--- config.mk ---
export PLATFORM = sky130hd
export DESIGN_NAME = tccw_ctrl
export DESIGN_NICKNAME = d
export VERILOG_FILES = /design/src/tccw_pkg.sv /design/src/tccw_ctrl.sv
export SDC_FILE = /design/constraint.sdc
export NUM_CORES = 1
export LEC_CHECK = 0
export BUFFER_PORTS_ARGS = -buffer_cell sky130_fd_sc_hd__buf_2
export CAP_MARGIN = 0
export CORE_MARGIN = 2
export CORE_UTILIZATION = 50
export DETAILED_ROUTE_END_ITERATION = 8
export HOLD_SLACK_MARGIN = 0.05
export PLACE_DENSITY = 0.78
export SKIP_CTS_REPAIR_TIMING = 1
export SLEW_MARGIN = 10
export SYNTH_ARGS = -nofsm -noshare
export SYNTH_HDL_FRONTEND = slang
export SYNTH_SLANG_ARGS = --single-unit
--- constraint.sdc ---
create_clock -name clock -period 2 [get_ports clock]
set_input_delay 0.2 -clock clock [delete_from_list [all_inputs] [get_ports clock]]
set_output_delay 0.2 -clock clock [all_outputs]
set_load 0.01 [all_outputs]
--- src/tccw_pkg.sv ---
// ============================================================================
// Text console character writer package
// Shared constants, codes and types for the console controller and datapath.
// ============================================================================
package tccw_pkg;

   // Default geometry of the console.
   localparam int DEF_SCREEN_COLUMNS = 80;
   localparam int DEF_SCREEN_ROWS    = 25;
   localparam int DEF_MEMORY_CELLS   = 8192;

   // Fixed field widths of the stream payloads.
   localparam int CHAR_W     = 8;
   localparam int READ_ADDR_W = 13;
   localparam int OFFSET_W   = 13;
   localparam int COLUMN_W   = 7;
   localparam int ROW_W      = 5;
   localparam int CELL_W     = 16;
   localparam int OPCODE_W   = 2;
   localparam int REQ_DATA_W = 24;
   localparam int RSP_DATA_W = 56;

   // Configuration port.
   localparam int CSR_ADDR_W = 3;
   localparam int CSR_DATA_W = 32;
   localparam logic CSR_IDX_ATTR  = 1'b0;
   localparam logic CSR_IDX_BLANK = 1'b1;

   // Values after reset.
   localparam logic [7:0]        RESET_ATTR  = 8'h07;
   localparam logic [CELL_W-1:0] RESET_BLANK = 16'h0720;

   // Control characters.
   localparam logic [7:0] CH_NUL = 8'h00;
   localparam logic [7:0] CH_BS  = 8'h08;
   localparam logic [7:0] CH_LF  = 8'h0A;
   localparam logic [7:0] CH_FF  = 8'h0C;
   localparam logic [7:0] CH_CR  = 8'h0D;
   localparam logic [7:0] CH_DEL = 8'h7F;

   // Request operation codes.
   typedef enum logic [OPCODE_W-1:0] {
      OP_PUT   = 2'd0,
      OP_READ  = 2'd1,
      OP_CLEAR = 2'd2,
      OP_NOP   = 2'd3
   } op_type;

   // Class of a put character.
   typedef enum logic [2:0] {
      KIND_NUL,
      KIND_BS,
      KIND_DEL,
      KIND_CR,
      KIND_FF,
      KIND_LF,
      KIND_PRINT
   } kind_type;

   // Controller states.
   typedef enum logic [3:0] {
      ST_INIT,
      ST_IDLE,
      ST_DISPATCH,
      ST_ERASE,
      ST_LINE,
      ST_COPY,
      ST_REBASE,
      ST_BLANK,
      ST_SCROLL,
      ST_AFTER,
      ST_CLEAR,
      ST_RESULT
   } state_type;

   // Datapath commands, one per cycle.
   typedef enum logic [3:0] {
      CMD_NONE,
      CMD_LOAD,
      CMD_INIT_WRITE,
      CMD_CLEAR_WRITE,
      CMD_HOME,
      CMD_BS,
      CMD_ERASE,
      CMD_CR,
      CMD_UNWRAP,
      CMD_ROW_DOWN,
      CMD_COPY,
      CMD_REBASE,
      CMD_BLANK_WRITE,
      CMD_SCROLL,
      CMD_PUT,
      CMD_READ_RESULT
   } cmd_type;

   // Datapath status seen by the controller.
   typedef struct packed {
      op_type   op;
      kind_type kind;
      logic     column_zero;
      logic     column_wrap;
      logic     row_last;
      logic     needs_copy;
      logic     mem_last;
      logic     view_last;
      logic     cols_last;
      logic     out_free;
   } stat_type;

   // Classify a character byte.
   function automatic kind_type char_kind(input logic [7:0] c);
      kind_type k;
      unique case (c)
         CH_NUL:  k = KIND_NUL;
         CH_BS:   k = KIND_BS;
         CH_DEL:  k = KIND_DEL;
         CH_CR:   k = KIND_CR;
         CH_FF:   k = KIND_FF;
         CH_LF:   k = KIND_LF;
         default: k = KIND_PRINT;
      endcase
      return k;
   endfunction

endpackage

--- src/tccw_ctrl.sv ---
// ============================================================================
// Text console controller
// State machine that sequences the datapath through each console operation.
// ============================================================================
module tccw_ctrl (
   input  logic               clock,
   input  logic               reset,
   input  logic               req_tvalid,
   output logic               req_tready,
   input  tccw_pkg::stat_type stat,
   output tccw_pkg::cmd_type  cmd
);

   tccw_pkg::state_type state_ff;
   tccw_pkg::state_type state_in;

   // State register.
   always_ff @(posedge clock) begin
      if (reset) begin
         state_ff <= tccw_pkg::ST_INIT;
      end else begin
         state_ff <= state_in;
      end
   end

   // Next state.
   always_comb begin
      state_in = state_ff;
      unique case (state_ff)
         tccw_pkg::ST_INIT: begin
            if (stat.mem_last) begin
               state_in = tccw_pkg::ST_IDLE;
            end
         end
         tccw_pkg::ST_IDLE: begin
            if (req_tvalid) begin
               state_in = tccw_pkg::ST_DISPATCH;
            end
         end
         tccw_pkg::ST_DISPATCH: begin
            unique case (stat.op)
               tccw_pkg::OP_PUT: begin
                  unique case (stat.kind)
                     tccw_pkg::KIND_BS: begin
                        state_in = stat.column_zero ? tccw_pkg::ST_RESULT
                                                    : tccw_pkg::ST_ERASE;
                     end
                     tccw_pkg::KIND_DEL:   state_in = tccw_pkg::ST_ERASE;
                     tccw_pkg::KIND_FF:    state_in = tccw_pkg::ST_LINE;
                     tccw_pkg::KIND_LF:    state_in = tccw_pkg::ST_LINE;
                     tccw_pkg::KIND_PRINT: begin
                        state_in = stat.column_wrap ? tccw_pkg::ST_LINE
                                                    : tccw_pkg::ST_RESULT;
                     end
                     default:              state_in = tccw_pkg::ST_RESULT;
                  endcase
               end
               tccw_pkg::OP_CLEAR: state_in = tccw_pkg::ST_CLEAR;
               default:            state_in = tccw_pkg::ST_RESULT;
            endcase
         end
         tccw_pkg::ST_ERASE:  state_in = tccw_pkg::ST_RESULT;
         tccw_pkg::ST_LINE: begin
            priority if (!stat.row_last) begin
               state_in = tccw_pkg::ST_AFTER;
            end else if (stat.needs_copy) begin
               state_in = tccw_pkg::ST_COPY;
            end else begin
               state_in = tccw_pkg::ST_BLANK;
            end
         end
         tccw_pkg::ST_COPY: begin
            if (stat.view_last) begin
               state_in = tccw_pkg::ST_REBASE;
            end
         end
         tccw_pkg::ST_REBASE: state_in = tccw_pkg::ST_BLANK;
         tccw_pkg::ST_BLANK: begin
            if (stat.cols_last) begin
               state_in = tccw_pkg::ST_SCROLL;
            end
         end
         tccw_pkg::ST_SCROLL: state_in = tccw_pkg::ST_AFTER;
         tccw_pkg::ST_AFTER:  state_in = tccw_pkg::ST_RESULT;
         tccw_pkg::ST_CLEAR: begin
            if (stat.mem_last) begin
               state_in = tccw_pkg::ST_RESULT;
            end
         end
         tccw_pkg::ST_RESULT: begin
            if (stat.out_free) begin
               state_in = tccw_pkg::ST_IDLE;
            end
         end
         default: state_in = tccw_pkg::ST_IDLE;
      endcase
   end

   // Commands and handshake.
   always_comb begin
      cmd        = tccw_pkg::CMD_NONE;
      req_tready = 1'b0;
      unique case (state_ff)
         tccw_pkg::ST_INIT: cmd = tccw_pkg::CMD_INIT_WRITE;
         tccw_pkg::ST_IDLE: begin
            req_tready = 1'b1;
            if (req_tvalid) begin
               cmd = tccw_pkg::CMD_LOAD;
            end
         end
         tccw_pkg::ST_DISPATCH: begin
            unique case (stat.op)
               tccw_pkg::OP_PUT: begin
                  unique case (stat.kind)
                     tccw_pkg::KIND_BS: begin
                        if (!stat.column_zero) begin
                           cmd = tccw_pkg::CMD_BS;
                        end
                     end
                     tccw_pkg::KIND_CR: cmd = tccw_pkg::CMD_CR;
                     tccw_pkg::KIND_PRINT: begin
                        cmd = stat.column_wrap ? tccw_pkg::CMD_UNWRAP
                                               : tccw_pkg::CMD_PUT;
                     end
                     default: cmd = tccw_pkg::CMD_NONE;
                  endcase
               end
               tccw_pkg::OP_CLEAR: cmd = tccw_pkg::CMD_HOME;
               default:            cmd = tccw_pkg::CMD_NONE;
            endcase
         end
         tccw_pkg::ST_ERASE: cmd = tccw_pkg::CMD_ERASE;
         tccw_pkg::ST_LINE: begin
            if (!stat.row_last) begin
               cmd = tccw_pkg::CMD_ROW_DOWN;
            end
         end
         tccw_pkg::ST_COPY:   cmd = tccw_pkg::CMD_COPY;
         tccw_pkg::ST_REBASE: cmd = tccw_pkg::CMD_REBASE;
         tccw_pkg::ST_BLANK:  cmd = tccw_pkg::CMD_BLANK_WRITE;
         tccw_pkg::ST_SCROLL: cmd = tccw_pkg::CMD_SCROLL;
         tccw_pkg::ST_AFTER: begin
            unique case (stat.kind)
               tccw_pkg::KIND_LF:    cmd = tccw_pkg::CMD_CR;
               tccw_pkg::KIND_PRINT: cmd = tccw_pkg::CMD_PUT;
               default:              cmd = tccw_pkg::CMD_NONE;
            endcase
         end
         tccw_pkg::ST_CLEAR: cmd = tccw_pkg::CMD_CLEAR_WRITE;
         tccw_pkg::ST_RESULT: begin
            if (stat.out_free) begin
               cmd = tccw_pkg::CMD_READ_RESULT;
            end
         end
         default: cmd = tccw_pkg::CMD_NONE;
      endcase
   end

endmodule

**Word-level counts from Yosys, hierarchy flattened**

Index checks and enable logic that the tools add are counted.

- Mux-type cells: 23
- Equal/unequal tests: 24
- Reductions and logical operators: 5

Operators with widths:

| kind | number |
|---|---|
| $pmux W4 S12 | 1 |
| $mux W4 | 11 |
| $pmux W4 S11 | 1 |
| $pmux W4 S2 | 3 |
| $eq A4 B3 Y1 const B | 4 |
| $eq A4 B4 Y1 const B | 4 |
| $pmux W4 S4 | 1 |
| $ne A2 B2 Y1 const B | 6 |
| $pmux W4 S3 | 1 |
| $eq A3 B3 Y1 const B | 3 |
| $eq A4 B2 Y1 const B | 2 |
| $eq A3 B2 Y1 const B | 2 |
| $mux W3 | 2 |
| $reduce_and A6 Y1 | 1 |
| $eq A4 B1 Y1 const B | 1 |
| $logic_not A4 Y1 | 1 |
| $reduce_or A2 Y1 | 2 |
| $eq A3 B1 Y1 const B | 1 |
| $eq A2 B2 Y1 const B | 1 |
| $logic_not A2 Y1 | 1 |
| $mux W1 | 2 |
| $mux W2 | 1 |

- Input bits: 16
- Register bits after elaboration: 4
- Output and inout bits: 5
- Logic and storage cells: 53

**Longest topological paths before layout**

Gate-level depths: netlist of run 1.

- Word-level depth: 5
- Mapped depth: 7
- Mapped depth without buffers: 5

**Worst setup path after synthesis of run 1**

OpenSTA, ideal clock, no wires.

- Path type: reg-to-output
- Start point: register state_ff[1]
- End point: output cmd[1]
- Cell stages (with the launch flop): 6
- Arrival time: 1.375 ns
- Path buffers: 1
- Setup slack: 0.425 ns
- Data required time: 1.800 ns
- Path through: dfxtp_1 buf_4 nor4b_2 nand2_1 o22a_1 o221ai_1

- Longest elaborated chain between the ends: 2
- Elaborated cells on any way between the ends: 13
- Those cells by class: 11 x eq/ne; 1 x mux; 1 x reduce/logical

Ends and longest elaborated chain:

| what | line | text |
|---|---|---|
| start, declared | tccw_ctrl.sv:14 | `tccw_pkg::state_type state_ff;` |
| start signal, assigned | tccw_ctrl.sv:20 | `state_ff <= tccw_pkg::ST_INIT;` |
| start signal, assigned | tccw_ctrl.sv:22 | `state_ff <= state_in;` |
| $eq A4 B4 Y1, or another cell as far along | tccw_ctrl.sv:103 | `unique case (state_ff)` |
| $pmux W4 S12 (*) | tccw_ctrl.sv:103 |  |
| end, declared | tccw_ctrl.sv:11 | `output tccw_pkg::cmd_type cmd` |

Every way passes the cells marked *; elsewhere a longest branch is shown, timed or not.

**Final worst setup path of run 1**

- Start point: register state_ff[3]
- End point: output cmd[0]

Same word-level chain as after synthesis.

==> metrics.yaml, run 1 <==
finish:
  fill_cells: 130
  drive_above_1_share: 0.298
  nNetsFinal: 139
  n_antenna_cell: 0
  fin_util: 0.641
  reg.largest.list: "state_ff x4"
  stdcell_count: 136
  top_register: "state_ff"
  ff_latch_area_sq_um: 83.8
  multiInputGateArea_sq_um: 561
  area_growth_pct: 20.0
  largest_reg_flops: 4
timing:
  rsz0062_at_grt: "false"
  max_freq_mhz: 529
  setup_violations: 0
  slew_headroom: 0.680
  final_hold_viol_count: 0
  fin_crit_ns: 1.89
  setup_ws_ns: 0.110
  finalCritPeriodShare: 0.945
  holdWs_ns: 0.166
  drv_slew: 0
  skew_ns: 0.000541
  tightest_slew_ns: 0.475
route:
  wl_mm: 2.00
  first_pass_iters: 4
  avgRoutedWirePerCell_um: 14.7
  vias_per_cell: 6.45
  drc_errors: 0
  initialDrtViolationCount: 39
  vias: 877
  ant_nets: 0
clock_tree:
  root_buffer: "clkbuf_4"
  clock_latency_ns: 0.23
  clock-sinks: 4
  cts_tree: "done"
  clockBufferDepth: 2
  clkTransAtPathRegs_ns: 0.04
  cts_buffers: 3
  htreeDepth: 1
place:
  dp.cells: 133
  io_buffer_count: 20
  gp_congestion: 0.873
  post-place-ws_ns: 0.249
  hpwl_mm: 1.51
pwr:
  leakage_nw: 0.324
  peakVddDrop_v: 0.000251
  power_density_nw_per_um2: 403
global_routing:
  grt_usage: 0.264
  grt_pass1_vias: 716
  overflow: 0
  grt_pass1_wl_mm: 3.00
  grt_max_degree: 15
  antenna_found_initial: 0
floorplanning:
  rows: 13
  die_width_um: 41.3
  die_h_um: 41.3
  floorplan.initialDensity: 0.535
  core_area_sq_um: 1300
  die_area_sq_um: 1710
  io_pins: 21
critical_path:
  crit_family: "simple AND/OR/NAND/NOR gates"
  end_kind: "output pin"
  worstPathArrival_ns: 1.69
  critPathBufInv: 1
  crit_chain: "nor4b_4, nand2_1, o32ai_1, or3_1, buf_2"
  max_stage_delay_ns: 0.39
  start_kind: "register"
  cp_max_fo: 13
  slowest_stage: "dfxtp_2"
  path_class: "register to output pin"
  crit_required_ns: 1.80
yosys:
  synth_cell_type_count: 42
  syn_nets: 116
  yosys_warnings: 0
  syn_area_per_cell_sq_um: 6.96
  synth_cells: 100
  ys_ff_latch: 4
  synth.yosys.seq_area_share: 0.115
  synth_area_sq_um: 696
flow_run:
  cap_violations: 0
run_status:
  status: "completed"
min_path:
  holdCritPathClass: "primary input to register"
-- cell type report --
type                    count  share of cell area
clock buffers               3              0.0270
inverters                   5              0.0225
flip-flops and latches      4               0.100
multi-input cells          85               0.672
repair buffers             24               0.156
well taps                  15              0.0225
-- per-stage QoR --
| stage | power [mW] | area [sq um] | TNS (ns) |
|---|---|---|---|
| floorplan | 0.182 | 696 | 0 |
| CTS | 0.332 | 822 | -0.0122 |
| finish | 0.336 | 835 | 0 |
| global route | 0.354 | 835 | 0 |
| detailed placement | 0.229 | 800 | 0 |
| global placement | 0.227 | 800 | 0 |
-- synthesized netlist by cell type, drive strengths merged --
cell,n,area [sq um]
o211ai,2,15.0
and3,1,6.26
nand2b,6,37.5
a2111oi,1,27.5
or4,1,7.51
buf,6,45.0
o21ai,7,35.0
nor3,4,20.0
nand4,1,6.26
xor2,1,8.76
a222oi,1,10.0
nand3,2,10.0
a31oi,3,18.8
a211oi,1,12.5
nor3b,1,7.51
o32ai,1,8.76
a41oi,1,8.76
xnor2,3,26.3
o22ai,1,6.26
or2,3,18.8
a21oi,9,45.0
a311oi,1,8.76
nand3b,3,22.5
nor4b,1,15.0
nor2b,3,18.8
a31o,1,8.76
o22a,1,8.76
or3,3,18.8
a21boi,1,7.51
a22oi,1,7.51
inv,5,18.8
nor4,3,25.0
nand2,7,26.3
nor2,8,30.0
o221ai,2,17.5
dfxtp,4,80.1
-- report_power, final --
group          internal [mW]  switching, mW
Combinational         0.0614         0.0751
Clock                 0.0672         0.0334
Sequential            0.0848         0.0144
-- placed cells by master (no fill, tap or decap), drive strengths merged --
cell	instances
nor2b	3
nand4	1
dfxtp	4
inv	5
nand2b	6
o211ai	2
a21oi	9
or2	3
a2111oi	1
xor2	1
nand2	7
a311oi	1
or3	3
nor3b	1
a21boi	1
xnor2	3
nor2	8
buf	24
a211oi	1
a31o	1
o32ai	1
a222oi	1
nand3	2
nor3	4
a22oi	1
nand3b	3
or4	1
o22a	1
a31oi	3
nor4b	1
o221ai	2
and3	1
a41oi	1
o22ai	1
nor4	3
o21ai	7
clkbuf	3
-- logic make-up after synthesis --
| logic type | Yosys count | share of synthesized area |
|---|---|---|
| XOR/XNOR | 4 | 0.0504 |
| buffers and inverters | 11 | 0.0917 |
| flip-flops | 4 | 0.115 |
| AO/OA/AOI/OAI | 34 | 0.354 |
| AND/OR/NAND/NOR | 47 | 0.389 |
-- routing by layer --
layer  up-vias  GRT usage  share of wire  wire [um]
met3         6     0.0213          0.080        160
met1       402      0.339           0.43        866
li1        419          -              -          -
met4         0     0.0726          0.015         30
met5         -          0              0          0
met2        50      0.469           0.47        944
-- worst reg2reg max path, stage by stage (launching register included) --
cell      delay [ns]
dfxtp_2         0.36
buf_4           0.20
or3_1           0.37
a211oi_2        0.31
nor4_1          0.14
a311oi_1        0.24
-- worst paths after layout --
| check | from | to | slack, ns | cells past startpoint |
|---|---|---|---|---|
| setup / recovery | state_ff[3]$_SDFFE_PP0P_ | cmd[0] | 0.11 | 5 |
| hold / removal | reset | state_ff[0]$_SDFFE_PP0P_ | 0.17 | 2 |
| setup reg to reg | state_ff[1]$_SDFFE_PP0P_ | state_ff[0]$_SDFFE_PP0P_ | 0.29 | 5 |
| hold reg to reg | state_ff[3]$_SDFFE_PP0P_ | state_ff[3]$_SDFFE_PP0P_ | 0.58 | 2 |
(Power assumes the default switching activity.)
==> run 2: changes to the inputs <==
BUFFER_PORTS_ARGS = unset   (was -buffer_cell sky130_fd_sc_hd__buf_2)
CORE_AREA = 2 2 39 41   (was unset)
CORE_MARGIN = unset   (was 2)
CORE_UTILIZATION = unset   (was 50)
CTS_CLUSTER_SIZE = 20   (was unset)
DIE_AREA = 0 0 41 43   (was unset)
DONT_BUFFER_PORTS = 1   (was unset)
PLACE_DENSITY = 0.67   (was 0.78)
==> metrics.yaml, run 2 (synthesis results as in run 1) <==
route:
  wl_mm: 1.71  # -15%
  first_pass_iters: 4  # unchanged
  ant_nets: 0  # unchanged
  initialDrtViolationCount: 39  # unchanged
  vias: 757  # -14%
  vias_per_cell: 6.47  # +0.33%
  drc_errors: 0  # unchanged
  avgRoutedWirePerCell_um: 14.6  # -0.89%
critical_path:
  crit_chain: "buf_4, nand2b_1, or2_1, a21oi_1, or3_1"
  end_kind: "output pin"
  crit_required_ns: 1.80  # about the same
  slowest_stage: "dfxtp_2"
  worstPathArrival_ns: 1.64  # -0.05 ns
  path_class: "register to output pin"
  start_kind: "register"
  rrSetupSlack_ns: 0.38  # +0.09 ns
  max_stage_delay_ns: 0.42  # +0.03 ns
  cp_max_fo: 13  # unchanged
timing:
  rsz0062_at_grt: "false"
  setup_ws_ns: 0.161  # +0.0505 ns
  fin_crit_ns: 1.84  # -0.0505 ns
  skew_ns: 0.00132  # +0.000783 ns
  final_hold_viol_count: 0  # unchanged
  max_freq_mhz: 544  # +2.7%
  slew_headroom: 0.737  # +0.0564
  fin_tns_setup_ns: 0  # unchanged
  finalCritPeriodShare: 0.920  # -0.0253
  holdWs_ns: 0.194  # +0.0276 ns
  setup_violations: 0  # unchanged
  tightest_slew_ns: 0.391  # -0.0840 ns
  drv_slew: 0  # unchanged
floorplanning:
  rows: 14  # +1
  die_h_um: 43  # +4.1%
  core_area_sq_um: 1380  # +6.3%
  die_area_sq_um: 1760  # +3.4%
  io_pins: 21  # unchanged
  die_width_um: 41  # -0.73%
  floorplan.initialDensity: 0.503  # -0.0319
pwr:
  peakVddDrop_v: 0.000364  # +45%
  total_power_mw: 0.301  # -10%
  seq_power_share: 0.321  # +0.026
  power_density_nw_per_um2: 408  # +1.2%
  p_sw_mw: 0.100  # -19%
  leakage_nw: 0.240  # -26%
  swShare: 0.332  # -0.0333
  pwr-share-comb: 0.367  # -0.039
  clock_power_share: 0.312  # +0.013
  internal-power_mw: 0.201  # -5.6%
clock_tree:
  root_buffer: "clkbuf_4"
  clock_latency_ns: 0.22  # about the same
  cts_buffers: 3  # unchanged
  htreeDepth: 1  # unchanged
  clkTransAtPathRegs_ns: 0.04  # about the same
  clockBufferDepth: 2  # unchanged
  clock-sinks: 4  # unchanged
  cts_tree: "done"
global_routing:
  gr-max-usage-layer: "met2"
  grt_pass1_wl_mm: 2.70  # -9.9%
  grt_util_met2: 0.334  # -0.134
  overflow: 0  # unchanged
  use_met1: 0.308  # -0.0310
  use_met3: 0.0157  # -0.00557
  grt_max_degree: 17  # +2
  grt_pass1_vias: 645  # -9.9%
  grt_usage: 0.210  # -0.0542
  antenna_found_initial: 0  # unchanged
run_status:
  status: "completed"
min_path:
  holdCritPathClass: "primary input to register"
place:
  io_buffer_count: 0  # -100%
  dp.cells: 113  # -15%
  placed_cell_area_sq_um: 693  # -13%
  hpwl_mm: 1.37  # -9.3%
  post-place-ws_ns: 0.251  # +0.00251 ns
  gp_congestion: 0.881  # +0.88%
finish:
  fin_area_sq_um: 739  # -11%
  area_growth_pct: 6.29
  nNetsFinal: 119  # -14%
  n_antenna_cell: 0  # unchanged
  fin_util: 0.534  # -0.107
  final_common_cell: "a21oi_1"
  top_register: "state_ff"
  stdcell_count: 117  # -14%
  largest_reg_flops: 4  # unchanged
  reg.largest.list: "state_ff x4"
  layout_common_cells: "a21oi_1, nor2_1, nand2_1"
  drive_above_1_share: 0.158  # -0.139
flow_run:
  cap_violations: 0  # unchanged
-- run 2: final timing paths --
kind	from	endpoint	depth (start not counted)
hold reg to reg	state_ff[3]$_SDFFE_PP0P_	state_ff[3]$_SDFFE_PP0P_	2
setup / recovery	state_ff[1]$_SDFFE_PP0P_	cmd[0]	5
setup reg to reg	state_ff[1]$_SDFFE_PP0P_	state_ff[1]$_SDFFE_PP0P_	6
hold / removal	reset	state_ff[3]$_SDFFE_PP0P_	3
-- run 2: layout make-up --
class                      instances  area, sq um
clock buffer                       3         22.5
fill                             152          644
inverter                           5         18.8
multi-input combinational         85          561
sequential                         4         85.1
tap                               16         20.0
timing repair buffer               4         32.5
-- run 2: routing by layer --
metal  vias to the layer above  share of wire
li1                        380              -
met1                       352           0.46
met5                         -              0
met4                         0              0
met3                         0          0.056
met2                        25           0.48
-- run 2: power groups by stage --
| stage | clock network (mW) | logic [mW] | registers [mW] |
|---|---|---|---|
| 2_1_floorplan | 0 | 0.0931 | 0.0889 |
| 3_3_place_gp | 0 | 0.106 | 0.0960 |
| 3_5_place_dp | 0 | 0.106 | 0.0961 |
| 4_1_cts | 0.0981 | 0.107 | 0.0947 |
| 5_1_grt | 0.103 | 0.122 | 0.0978 |
| 6_report | 0.0941 | 0.111 | 0.0969 |
-- run 2: critical path: cells and delay by family (launching register included) --
family          cells  cell delay [ns]
flops               1             0.42
buf+inv             1             0.23
simple gates        3             0.69
compound gates      1             0.07
==> run 3: changes to the inputs <==
--- a/config.mk
+++ b/config.mk
@@ -13,5 +13,5 @@
 export DONT_BUFFER_PORTS = 1
+export GPL_TIMING_DRIVEN = 0
 export HOLD_SLACK_MARGIN = 0.05
 export PLACE_DENSITY = 0.67
-export SKIP_CTS_REPAIR_TIMING = 1
 export SLEW_MARGIN = 10
--- a/constraint.sdc
+++ b/constraint.sdc
@@ -3,2 +3,2 @@
 set_output_delay 0.2 -clock clock [all_outputs]
-set_load 0.01 [all_outputs]
+set_load 0.1 [all_outputs]
==> metrics.yaml, run 3 (synthesis results as in run 1) <==
clock_tree:
  clock_latency_ns: 0.23  # about the same
  clkTransAtPathRegs_ns: 0.04  # about the same
  root_buffer: "clkbuf_4"
  clock-sinks: 4  # unchanged
  htreeDepth: 1  # unchanged
  clockBufferDepth: 2  # unchanged
  cts_buffers: 3  # unchanged
  cts_tree: "done"
run_status:
  status: "completed"
timing:
  tightest_slew_ns: 0.995  # +0.603 ns
  skew_ns: 0.00431  # +0.00298 ns
  final_hold_viol_count: 0  # unchanged
  slew_headroom: 0.335  # -0.402
  fin_crit_ns: 1.99  # +0.150 ns
  holdWs_ns: 0.186  # -0.00736 ns
  finalCritPeriodShare: 0.994  # +0.0748
  setup_violations: 0  # unchanged
  max_freq_mhz: 503  # -7.5%
  rsz0062_at_grt: "true"
  drv_slew: 0  # unchanged
finish:
  reg.largest.list: "state_ff x4"
  fill_cells: 124  # -18%
  area_growth_pct: 30.4
  nNetsFinal: 126  # +5.9%
  n_antenna_cell: 0  # unchanged
  largest_reg_flops: 4  # unchanged
  multiInputGateArea_sq_um: 648  # +16%
  drive_above_1_share: 0.296  # +0.138
  final_common_cell: "a21oi_1"
  fin_util: 0.656  # +0.121
  layout_common_cells: "a21oi_1, nor2_1, nand2b_1"
  top_register: "state_ff"
  ff_latch_area_sq_um: 90.1  # +5.9%
global_routing:
  grt_usage: 0.242  # +0.0323
  grt_pass1_vias: 749  # +16%
  overflow: 0  # unchanged
  antenna_found_initial: 0  # unchanged
  grt_max_degree: 11  # -6
  grt_pass1_wl_mm: 3.04  # +12%
critical_path:
  slowest_stage: "o221ai_4"
  cp_max_fo: 4  # -9
  end_kind: "output pin"
  start_kind: "register"
  crit_chain: "nor4b_4, nand2_2, o22a_1, o221ai_4"
  rrSetupSlack_ns: 0.41  # +0.03 ns
  path_class: "register to output pin"
  max_stage_delay_ns: 0.60  # +0.18 ns
  crit_required_ns: 1.80  # about the same
  worstPathArrival_ns: 1.79  # +0.15 ns
route:
  ant_nets: 0  # unchanged
  drc_errors: 0  # unchanged
  initialDrtViolationCount: 26  # -33%
  avgRoutedWirePerCell_um: 15.3  # +4.7%
  vias: 810  # +7.0%
  vias_per_cell: 6.53  # +0.96%
  first_pass_iters: 4  # unchanged
  wl_mm: 1.90  # +11%
floorplanning:
  io_pins: 21  # unchanged
  floorplan.initialDensity: 0.503  # unchanged
  die_area_sq_um: 1760  # unchanged
  die_h_um: 43  # unchanged
  rows: 14  # unchanged
  die_width_um: 41  # unchanged
  core_area_sq_um: 1380  # unchanged
place:
  gp_congestion: 0.882  # +0.14%
  hpwl_mm: 1.42  # +3.3%
  io_buffer_count: 0  # unchanged
pwr:
  leakage_nw: 0.292  # +22%
  power_density_nw_per_um2: 433  # +6.3%
  peakVddDrop_v: 0.000425  # +17%
min_path:
  holdCritPathClass: "primary input to register"
flow_run:
  cap_violations: 0  # unchanged
run 3: repair_timing:
action / in CTS / in global routing
gates resized for setup: 12 / 3
setup buffers: 5 / 0
endpoints found under the hold margin: 2 / 0
hold buffers: 1 / 0
pin swaps: 5 / 2
setup endpoints to repair: 3 / 3
run 3: critical path, delay by kind of cell, from the launching register on:
kind               cells  cell delay, ns
DFF                    1            0.34
AOI/OAI and AO/OA      2            0.81
and+or+nand+nor        2            0.42
run 3: where the power goes:
part / total [mW] / internal [mW] / switching (mW)
clock network: 0.0939 / 0.0667 / 0.0273
registers: 0.0906 / 0.0841 / 0.00646
logic: 0.208 / 0.0671 / 0.141
run 3: cell type report:
type                    instances  area share
well taps                      16      0.0221
clock buffers                   3      0.0248
flip-flops and latches          4      0.0993
plain buffers                   4      0.0497
multi-input cells              85       0.714
repair buffers                  7      0.0690
inverters                       5      0.0207
run 3: final timing paths:
check | from | endpoint | depth (start not counted)
max | state_ff[2]$_SDFFE_PP0P_ | cmd[1] | 4
min reg2reg | state_ff[1]$_SDFFE_PP0P_ | state_ff[1]$_SDFFE_PP0P_ | 3
max reg2reg | state_ff[1]$_SDFFE_PP0P_ | state_ff[0]$_SDFFE_PP0P_ | 5
min | reset | state_ff[3]$_SDFFE_PP0P_ | 3
run 3: metrics by stage:
step / total power [mW] / setup TNS (ns) / area (sq um) / instances / worst slack, ns
detailed placement: 0.273 / -0.608 / 781 / 117 / -0.389
CTS: 0.390 / 0 / 886 / 124 / 0.000693
floorplan: 0.250 / -0.668 / 739 / 100 / -0.473
global placement: 0.268 / -1.22 / 759 / 116 / -0.548
finish: 0.393 / 0 / 907 / 124 / 0.0113
global route: 0.419 / -0.150 / 907 / 124 / -0.0636
run 3: routing by layer:
| layer | part of all wire | global-route usage |
|---|---|---|
| met3 | 0.057 | 0.0366 |
| met2 | 0.49 | 0.369 |
| met1 | 0.44 | 0.350 |
| met5 | 0 | 0 |
| met4 | 0.0053 | 0.0467 |
